**src/hdl/lras_pkg.sv**
```systemverilog
// Shared constants, types and codes of the line rasterizer.
package lras_pkg;

    localparam int CANVAS_SIZE = 64;
    localparam int COORD_W     = $clog2(CANVAS_SIZE);
    localparam int WIDTH_W     = COORD_W + 1;
    localparam int INDEX_W     = 2 * COORD_W;
    localparam int COLOR_W     = 32;
    localparam int ERR_W       = COORD_W + 3;
    localparam int PROD_W      = COORD_W + WIDTH_W;
    localparam int CFG_IDX_W   = 1;
    localparam int S_DATA_W    = 4 * COORD_W;
    localparam int M_DATA_W    = 2 * COORD_W + INDEX_W + COLOR_W;

    typedef logic [COORD_W-1:0] t_coord;

    typedef enum logic [CFG_IDX_W-1:0] {
        CFG_CANVAS_WIDTH = 1'b0,
        CFG_BRUSH_COLOR  = 1'b1
    } t_cfg_reg;

    typedef enum logic [1:0] {
        S_IDLE,
        S_SETUP,
        S_RUN
    } t_state;

    typedef struct packed {
        logic load;
        logic adv;
    } t_step_ctl;

    typedef struct packed {
        logic last;
    } t_step_sts;

endpackage

```
**src/hdl/lras_stepper.sv**
```systemverilog
// Bresenham stepper: line setup, then one pixel and one index update per advance.
module lras_stepper (
    input  logic                                i_clk,
    input  logic                                i_rst_n,
    input  lras_pkg::t_step_ctl                 i_ctl,
    input  lras_pkg::t_coord                    i_start_x,
    input  lras_pkg::t_coord                    i_start_y,
    input  lras_pkg::t_coord                    i_end_x,
    input  lras_pkg::t_coord                    i_end_y,
    input  logic [lras_pkg::WIDTH_W-1:0]        i_width,
    output lras_pkg::t_coord                    o_x,
    output lras_pkg::t_coord                    o_y,
    output logic [lras_pkg::INDEX_W-1:0]        o_index,
    output lras_pkg::t_step_sts                 o_sts
);
    import lras_pkg::*;

    t_coord               r_x, n_x;
    t_coord               r_y, n_y;
    logic [INDEX_W-1:0]   r_idx, n_idx;
    logic [ERR_W-1:0]     r_err, n_err;
    t_coord               r_major, n_major;
    t_coord               r_minor, n_minor;
    t_coord               r_left, n_left;
    logic                 r_x_neg, n_x_neg;
    logic                 r_y_neg, n_y_neg;
    logic                 r_swap, n_swap;

    // setup terms
    logic                 w_hor, w_ver, w_x_up, w_y_up;
    t_coord               w_dx, w_dy, w_ld_x, w_ld_y, w_ld_major, w_ld_minor;
    logic                 w_ld_x_neg, w_ld_y_neg, w_ld_swap;
    logic [PROD_W-1:0]    w_prod;
    // step terms
    logic                 w_mv_minor, w_mv_x, w_mv_y;
    logic [INDEX_W-1:0]   w_width_ext, w_idx_dx, w_idx_dy;
    logic [ERR_W-1:0]     w_err_sub;

    always_comb begin
        w_x_up = i_end_x > i_start_x;
        w_y_up = i_end_y > i_start_y;
        w_dx   = w_x_up ? i_end_x - i_start_x : i_start_x - i_end_x;
        w_dy   = w_y_up ? i_end_y - i_start_y : i_start_y - i_end_y;
        w_hor  = i_start_y == i_end_y;
        w_ver  = i_start_x == i_end_x;
        // Horizontal and vertical lines run upwards from the smaller end with no minor steps.
        if (w_hor) begin
            w_ld_x     = w_x_up ? i_start_x : i_end_x;
            w_ld_y     = i_start_y;
            w_ld_x_neg = 1'b0;
            w_ld_y_neg = 1'b0;
            w_ld_swap  = 1'b0;
            w_ld_major = w_dx;
            w_ld_minor = '0;
        end else if (w_ver) begin
            w_ld_x     = i_start_x;
            w_ld_y     = w_y_up ? i_start_y : i_end_y;
            w_ld_x_neg = 1'b0;
            w_ld_y_neg = 1'b0;
            w_ld_swap  = 1'b1;
            w_ld_major = w_dy;
            w_ld_minor = '0;
        end else begin
            w_ld_x     = i_start_x;
            w_ld_y     = i_start_y;
            w_ld_x_neg = !w_x_up;
            w_ld_y_neg = !w_y_up;
            w_ld_swap  = w_dy > w_dx;
            w_ld_major = w_ld_swap ? w_dy : w_dx;
            w_ld_minor = w_ld_swap ? w_dx : w_dy;
        end
        w_prod = PROD_W'(w_ld_y) * PROD_W'(i_width);
    end

    always_comb begin
        w_width_ext = r_y_neg ? -INDEX_W'(i_width) : INDEX_W'(i_width);
        w_mv_minor  = !r_err[ERR_W-1];
        w_mv_x      = r_swap ? w_mv_minor : 1'b1;
        w_mv_y      = r_swap ? 1'b1 : w_mv_minor;
        w_idx_dx    = w_mv_x ? (r_x_neg ? '1 : INDEX_W'(1)) : '0;
        w_idx_dy    = w_mv_y ? w_width_ext : '0;
        w_err_sub   = w_mv_minor ? {2'b00, r_major, 1'b0} : '0;

        n_x     = r_x;
        n_y     = r_y;
        n_idx   = r_idx;
        n_err   = r_err;
        n_major = r_major;
        n_minor = r_minor;
        n_left  = r_left;
        n_x_neg = r_x_neg;
        n_y_neg = r_y_neg;
        n_swap  = r_swap;
        if (i_ctl.load) begin
            n_x     = w_ld_x;
            n_y     = w_ld_y;
            n_idx   = w_prod[INDEX_W-1:0] + INDEX_W'(w_ld_x);
            n_err   = {2'b00, w_ld_minor, 1'b0} - {3'b000, w_ld_major};
            n_major = w_ld_major;
            n_minor = w_ld_minor;
            n_left  = w_ld_major;
            n_x_neg = w_ld_x_neg;
            n_y_neg = w_ld_y_neg;
            n_swap  = w_ld_swap;
        end else if (i_ctl.adv) begin
            n_x    = r_x + (w_mv_x ? (r_x_neg ? '1 : COORD_W'(1)) : '0);
            n_y    = r_y + (w_mv_y ? (r_y_neg ? '1 : COORD_W'(1)) : '0);
            n_idx  = r_idx + w_idx_dx + w_idx_dy;
            n_err  = r_err + {2'b00, r_minor, 1'b0} - w_err_sub;
            n_left = r_left - COORD_W'(1);
        end
    end

    always_ff @(posedge i_clk) begin
        if (!i_rst_n) begin
            r_x     <= '0;
            r_y     <= '0;
            r_idx   <= '0;
            r_err   <= '0;
            r_major <= '0;
            r_minor <= '0;
            r_left  <= '0;
            r_x_neg <= 1'b0;
            r_y_neg <= 1'b0;
            r_swap  <= 1'b0;
        end else begin
            r_x     <= n_x;
            r_y     <= n_y;
            r_idx   <= n_idx;
            r_err   <= n_err;
            r_major <= n_major;
            r_minor <= n_minor;
            r_left  <= n_left;
            r_x_neg <= n_x_neg;
            r_y_neg <= n_y_neg;
            r_swap  <= n_swap;
        end
    end

    assign o_x       = r_x;
    assign o_y       = r_y;
    assign o_index   = r_idx;
    assign o_sts.last = (r_left == '0);

endmodule

```
**src/hdl/line_rasterizer_unit.sv**
```systemverilog
// Top level of the line rasterizer: command intake, sequencer, registers and pixel output.
//
//  Channel   Dir  Handshake                      Payload
//  s_axis    in   s_axis_tvalid/s_axis_tready    tdata: start_x, start_y, end_x, end_y
//  m_axis    out  m_axis_tvalid/m_axis_tready    tdata: pixel_x/y, pixel_index, colour; tlast
//  cfg       in   i_cfg_valid/o_cfg_ready        index: register, data: value
//
// After the accepting beat the block is not ready again until the last pixel of the line has
// been stepped: a setup state (the single start-index multiply), then one pixel per cycle
// from the stepper. Stalls on m_axis hold the stepper in place.
// Synchronous active-low reset returns the sequencer to idle, width to 64 and colour to 0.
module line_rasterizer_unit (
    input  logic                                 i_clk,
    input  logic                                 i_rst_n,
    input  logic                                 s_axis_tvalid,
    output logic                                 s_axis_tready,
    // start_x[5:0], start_y[11:6], end_x[17:12], end_y[23:18]
    input  logic [lras_pkg::S_DATA_W-1:0]        s_axis_tdata,
    output logic                                 m_axis_tvalid,
    input  logic                                 m_axis_tready,
    // pixel_x[5:0], pixel_y[11:6], pixel_index[23:12], pixel_color[55:24]
    output logic [lras_pkg::M_DATA_W-1:0]        m_axis_tdata,
    output logic                                 m_axis_tlast,
    input  logic                                 i_cfg_valid,
    output logic                                 o_cfg_ready,
    input  logic [lras_pkg::CFG_IDX_W-1:0]       i_cfg_index,
    input  logic [lras_pkg::COLOR_W-1:0]         i_cfg_data
);
    import lras_pkg::*;

    t_state               r_state, n_state;
    t_coord               r_sx, r_sy, r_ex, r_ey;
    logic [WIDTH_W-1:0]   r_width;
    logic [COLOR_W-1:0]   r_color;
    logic                 r_out_valid, n_out_valid;
    t_coord               r_out_x, r_out_y;
    logic [INDEX_W-1:0]   r_out_idx;
    logic [COLOR_W-1:0]   r_out_color;
    logic                 r_out_last;

    t_step_ctl            w_ctl;
    t_step_sts            w_sts;
    t_coord               w_px, w_py;
    logic [INDEX_W-1:0]   w_pidx;
    logic                 w_in_beat;

    assign w_in_beat = s_axis_tvalid && s_axis_tready;
    assign o_cfg_ready = 1'b1;

    lras_stepper u_stepper (
        .i_clk     (i_clk),
        .i_rst_n   (i_rst_n),
        .i_ctl     (w_ctl),
        .i_start_x (r_sx),
        .i_start_y (r_sy),
        .i_end_x   (r_ex),
        .i_end_y   (r_ey),
        .i_width   (r_width),
        .o_x       (w_px),
        .o_y       (w_py),
        .o_index   (w_pidx),
        .o_sts     (w_sts)
    );

    always_comb begin
        n_state       = r_state;
        n_out_valid   = r_out_valid && !m_axis_tready;
        w_ctl         = '0;
        s_axis_tready = 1'b0;
        unique case (r_state)
            S_IDLE: begin
                s_axis_tready = 1'b1;
                if (s_axis_tvalid) begin
                    n_state = S_SETUP;
                end
            end
            S_SETUP: begin
                w_ctl.load = 1'b1;
                n_state    = S_RUN;
            end
            S_RUN: begin
                // A pixel moves into the output register once the previous beat is gone.
                if (!r_out_valid || m_axis_tready) begin
                    w_ctl.adv   = 1'b1;
                    n_out_valid = 1'b1;
                    if (w_sts.last) begin
                        n_state = S_IDLE;
                    end
                end
            end
            default: begin
                n_state = S_IDLE;
            end
        endcase
    end

    always_ff @(posedge i_clk) begin
        if (!i_rst_n) begin
            r_state     <= S_IDLE;
            r_out_valid <= 1'b0;
            r_width     <= WIDTH_W'(CANVAS_SIZE);
            r_color     <= '0;
        end else begin
            r_state     <= n_state;
            r_out_valid <= n_out_valid;
            if (i_cfg_valid && o_cfg_ready) begin
                case (t_cfg_reg'(i_cfg_index))
                    CFG_CANVAS_WIDTH: r_width <= i_cfg_data[WIDTH_W-1:0];
                    CFG_BRUSH_COLOR:  r_color <= i_cfg_data;
                    default:          r_color <= r_color;
                endcase
            end
        end
    end

    always_ff @(posedge i_clk) begin
        if (w_in_beat) begin
            r_sx <= s_axis_tdata[COORD_W-1:0];
            r_sy <= s_axis_tdata[2*COORD_W-1:COORD_W];
            r_ex <= s_axis_tdata[3*COORD_W-1:2*COORD_W];
            r_ey <= s_axis_tdata[4*COORD_W-1:3*COORD_W];
        end
        if (w_ctl.adv) begin
            r_out_x     <= w_px;
            r_out_y     <= w_py;
            r_out_idx   <= w_pidx;
            r_out_color <= r_color;
            r_out_last  <= w_sts.last;
        end
    end

    assign m_axis_tvalid = r_out_valid;
    assign m_axis_tdata  = {r_out_color, r_out_idx, r_out_y, r_out_x};
    assign m_axis_tlast  = r_out_last;

`ifndef ASSERT_OFF
    logic [PROD_W-1:0]  w_chk_prod;
    logic [INDEX_W-1:0] w_chk_idx;
    assign w_chk_prod = PROD_W'(r_out_y) * PROD_W'(r_width);
    assign w_chk_idx  = w_chk_prod[INDEX_W-1:0] + INDEX_W'(r_out_x);

    a_setup_follows_beat: assert property (@(posedge i_clk) disable iff (!i_rst_n)
        w_in_beat |=> r_state == S_SETUP)
        else $error("command beat not followed by setup");

    a_index_matches: assert property (@(posedge i_clk) disable iff (!i_rst_n)
        r_out_valid |-> r_out_idx == w_chk_idx)
        else $error("pixel index out of step with coordinates");

    a_no_adv_on_stall: assert property (@(posedge i_clk) disable iff (!i_rst_n)
        (r_out_valid && !m_axis_tready) |-> !w_ctl.adv)
        else $error("stepper advanced while output stalled");

    a_last_ends_run: assert property (@(posedge i_clk) disable iff (!i_rst_n)
        (w_ctl.adv && w_sts.last) |=> r_state == S_IDLE)
        else $error("sequencer still running after last pixel");
`endif

endmodule

```
**config.mk**
```make
export PLATFORM = sky130hd
export DESIGN_NAME = line_rasterizer_unit
export DESIGN_NICKNAME = d
export VERILOG_FILES = /design/src/hdl/lras_pkg.sv /design/src/hdl/lras_stepper.sv /design/src/hdl/line_rasterizer_unit.sv
export SDC_FILE = /design/constraint.sdc
export NUM_CORES = 1
export LEC_CHECK = 0
export ABC_AREA = 1
export BUFFER_PORTS_ARGS = -buffer_cell sky130_fd_sc_hd__buf_4
export CAP_MARGIN = 20
export CORE_MARGIN = 10
export CORE_UTILIZATION = 48
export DETAILED_ROUTE_END_ITERATION = 8
export PLACE_DENSITY = 0.69
export SYNTH_ARGS = -nofsm -noshare
export SYNTH_HDL_FRONTEND = slang
export SYNTH_SLANG_ARGS = --single-unit
```
**constraint.sdc**
```tcl
create_clock -name i_clk -period 16.15 [get_ports i_clk]
set_clock_uncertainty 0.15 [all_clocks]
set_input_delay 4.0375 -clock i_clk [delete_from_list [all_inputs] [get_ports i_clk]]
set_output_delay 4.0375 -clock i_clk [all_outputs]
set_load 0.005 [all_outputs]
```
==> metrics.md <==
| Metric | Value |
|---|---|
| Clk Latency, worst-skew pair | `approximately 0.44 ns` |
| Reg2Reg Capture Point | `u_stepper.o_index[8]` |
| Fraction of layout instances using a drive strength above 1 | `14.4%` |
| Final setup margin | `9.95 ns` |
| N_diodes | `0` |
| Critical Path AT | `about 6.4 ns` |
| TritonCTS Buffers | `17` |
| DR vias/cell | `5.20` |
| CP startpoint | `r_ey[0]` |
| Pins Over Slew Limit | `0` |
| Top Ports | `122` |
| RSZ-0062 raised after global routing | `false` |
| Class of the most critical setup path | `reg -> reg` |
| Final cell count without fillers | `1784` |
| Sw power | `around 0.66 mW` |
| Via count | `9268` |
| #FFs+latches synth | `~180` |
| Core Area | `about 23000 um^2` |
| Post-CTS setup buffers | `0` |
| Pwr Density | `124 nW/um^2` |
| Post-Syn Area | `11300 um^2` |
| TritonCTS clock tree | `done` |
| Avg WL per Cell | `15.6 um` |
| Hold Vio Cnt, Final | `0` |
| Hold Buf Count CTS | `0` |
| Initial antenna violation count | `0` |
| Tmin final | `6.20 ns` |
| Placed insts | `~1800` |
| Cell count after synthesis | `1346` |
| Die Height | `174 um` |
| Data required, critical path | `16.36 ns` |
| VDD IR max | `0.0000753 V` |
| Port bufs | `120` |
| CP peak stage delay | `roughly 0.55 ns` |
| Syn avg cell area | `between 8 and 9 um^2` |
| Clock sinks | `176` |
| Part of the power in combinational logic | `40.3%` |
| Detailed Place HPWL | `21000 um` |
| Min-delay src | `r_color[27]` |
| Final wirelength | `roughly 28000 um` |
| Outcome | `completed` |
| YS warnings | `0` |
| CP Launch Type | `flop` |
| Setup crit end | `u_stepper.o_index[8]` |
| Row count | `between 50 and 60` |
| Die ar. | `30100 um^2` |
| Initial DRC count | `717` |
| Setup WS pre-CTS | `9.63 ns` |
| Area grow syn2layout | `15.8%` |
| Top_reg_cell synth | `dfxtp_1` |
| DR DRC count | `0` |
| Worst-Margin Slew | `just over 1 ns` |
| R2R cell count | `26` |
| Register area share after synthesis | `38.3%` |
| Clock share of power | `26.8%` |
| Number of routed nets with antenna violations | `0` |
| Sequential Power Share | `32.9%` |
| CTS H-Tree Depth | `4` |
| Int Pwr | `0.972 mW` |
| Root Buffer | `clkbuf_16` |
| CTS clk-pin slew, worst paths | `0.08 ns` |
| Max-Slew Margin vs Limit | `30.8%` |
| HP Class | `reg -> reg` |
| Sw Ratio | `40.4%` |
| Number of synthesized flops with an enable pin | `between 80 and 90` |
| CP Max Fanout | `11` |
| Largest area contributor in the synthesized netlist | `edfxtp_1` |
| Crit-path slowest cell | `fa_1` |
| Number of global-route vias before repair | `9134` |
| Synth top area share | `21.5%` |
| Total gr overflow | `0` |
| Tot GR Track Use | `18.3%` |
| # Max-Cap Violations | `0` |
| Fin util | `between 50% and 60%` |
| Hold Path Depth | `0` |
| Synth cell types | `57` |
| Largest net degree at the start of global routing | `70` |
| Clock buffer depth | `2` |
| Setup TNS | `0 ns` |
| Reg-to-Reg Start | `r_ey[0]` |
| Top post-synthesis cells by area | `edfxtp_1 (21%), dfxtp_1 (17%), ha_1 (10%)` |
| Setup violators final | `0` |
| GPL Wtd Cong | `between 0.8 and 0.9` |
| Internal reg-to-reg setup slack | `9.95 ns` |
| Leak Pwr | `6.06 nW` |
| Cell mode on critical path | `inv_1` |
| Resized cells post-CTS | `0` |
| Final nets | `1656` |
| Ys async rst share | `0%` |
| Starting Density | `between 40 and 50%` |
| Crit end category | `flop` |
| Peak Freq | `0.161 GHz` |
| Ratio of final minimum period to clock period | `38.4%` |
| Syn Nets | `1550` |
| First-pass GRT wire length | `45500 um` |
| DRT Pass-1 Iters | `6` |
| Chip width | `174 um` |
[routing by layer]
layer	GRT usage, %	wire length (um)	part of all wire (%)
met5	0	0	0
met4	6.45	681	2.5
met3	3.51	1700	6.1
met2	31.6	13500	48
met1	22.3	12000	43
[synth_stat cells, types with 7 or more instances]
master	count
nor3_1	18
o21ai_2	7
xor2_1	18
fa_1	48
o211ai_1	7
nand4_1	9
clkbuf_1	22
or2_2	8
nand3_1	57
a31oi_1	21
nand2_2	9
o21ai_0	95
a21oi_1	84
ha_1	94
nand2_1	232
inv_1	188
nor2_1	158
edfxtp_1	81
xnor2_1	11
dfxtp_1	95
buf_2	8
[worst min-delay path by stage]
| stage | end | slack (ns) |
|---|---|---|
| CTS | r_out_color[27] | 0.28 |
| floorplan | r_out_color[0] | 0.26 |
| finish | r_out_color[27] | 0.27 |
| global route | r_out_color[27] | 0.28 |
| global placement | r_out_color[28] | 0.26 |
| detailed placement | r_out_color[31] | 0.26 |
[registers in the layout, summed over array words and instances (netlist names)]
signal	flops
u_stepper.o_index	12
r_color	32
r_sy	6
u_stepper.o_y	6
r_width	7
u_stepper.r_minor	6
r_out_color	32
u_stepper.r_major	6
u_stepper.r_swap	1
r_sx	6
u_stepper.r_err	8
u_stepper.r_y_neg	1
r_out_idx	12
u_stepper.r_x_neg	1
r_out_x	6
u_stepper.r_left	6
m_axis_tvalid	1
r_ey	6
r_out_y	6
u_stepper.o_x	6
r_state	2
m_axis_tlast	1
r_ex	6
[critical path: cells and delay by family (launching register included)]
family	cells	cell delay (ns)
and+or+nand+nor	6	0.74
AOI/OAI and AO/OA	5	0.97
adders and majority gates	7	3.00
DFF	1	0.45
buffers and inverters	7	0.56
xor gates and xnor gates	1	0.25
[power by group through the flow]
stage / Clock [mW] / Sequential (mW) / Combinational [mW]
6_report: 0.437 / 0.536 / 0.657
5_1_grt: 0.463 / 0.541 / 0.754
4_1_cts: 0.443 / 0.536 / 0.656
3_5_place_dp: 0 / 0.546 / 0.650
3_3_place_gp: 0 / 0.545 / 0.638
2_1_floorplan: 0 / 0.537 / 0.499
[logic make-up after synthesis]
kind of cell	synth area share, %
adders and majority gates	18.9
buffers and inverters	8.51
DFF	38.3
other	0.0331
xor gates and xnor gates	2.24
AOI/OAI and AO/OA	12.3
and+or+nand+nor	19.8
[cell type report]
class	count	area, um^2
flip-flops and latches	176	4330
multi-input cells	933	6040
clock inverters	15	218
well taps	319	399
repair buffers	126	946
inverters	198	754
clock buffers	17	425
fillers	2052	10200
[through the flow]
| stage | hold slack [ns] | instance area (um^2) | power, mW |
|---|---|---|---|
| floorplan | 0.259 | 11300 | 1.04 |
| global placement | 0.261 | 12500 | 1.18 |
| detailed placement | 0.263 | 12500 | 1.20 |
| CTS | 0.278 | 13100 | 1.63 |
| global route | 0.283 | 13100 | 1.76 |
| finish | 0.274 | 13100 | 1.63 |
[cell usage in the layout, fill, tap and decap left out, types with 4 or more instances in the layout]
| master | Yosys | final |
|---|---|---|
| o21ai_2 | 7 | 7 |
| a31oi_1 | 21 | 21 |
| inv_1 | 188 | 188 |
| o211ai_1 | 7 | 7 |
| fa_1 | 48 | 48 |
| nand2_1 | 232 | 232 |
| buf_4 | 1 | 126 |
| o21a_1 | 4 | 4 |
| o21bai_1 | 4 | 4 |
| dfxtp_1 | 95 | 95 |
| nor3_1 | 18 | 17 |
| xor2_1 | 18 | 18 |
| a21oi_1 | 84 | 84 |
| clkbuf_16 | 0 | 17 |
| clkinv_1 | 5 | 5 |
| nand3_1 | 57 | 57 |
| or2_2 | 8 | 8 |
| inv_12 | 0 | 4 |
| a211oi_1 | 4 | 4 |
| or2_1 | 4 | 4 |
| clkinv_8 | 0 | 6 |
| nor2_2 | 4 | 4 |
| o21ai_0 | 95 | 95 |
| inv_6 | 1 | 5 |
| nand2_2 | 9 | 9 |
| nand4_1 | 9 | 9 |
| nand2_4 | 5 | 5 |
| ha_1 | 94 | 94 |
| o21ai_1 | 5 | 5 |
| edfxtp_1 | 81 | 81 |
| xnor2_1 | 11 | 11 |
| nor2_1 | 158 | 157 |
Power figures use the tool's default switching activity.
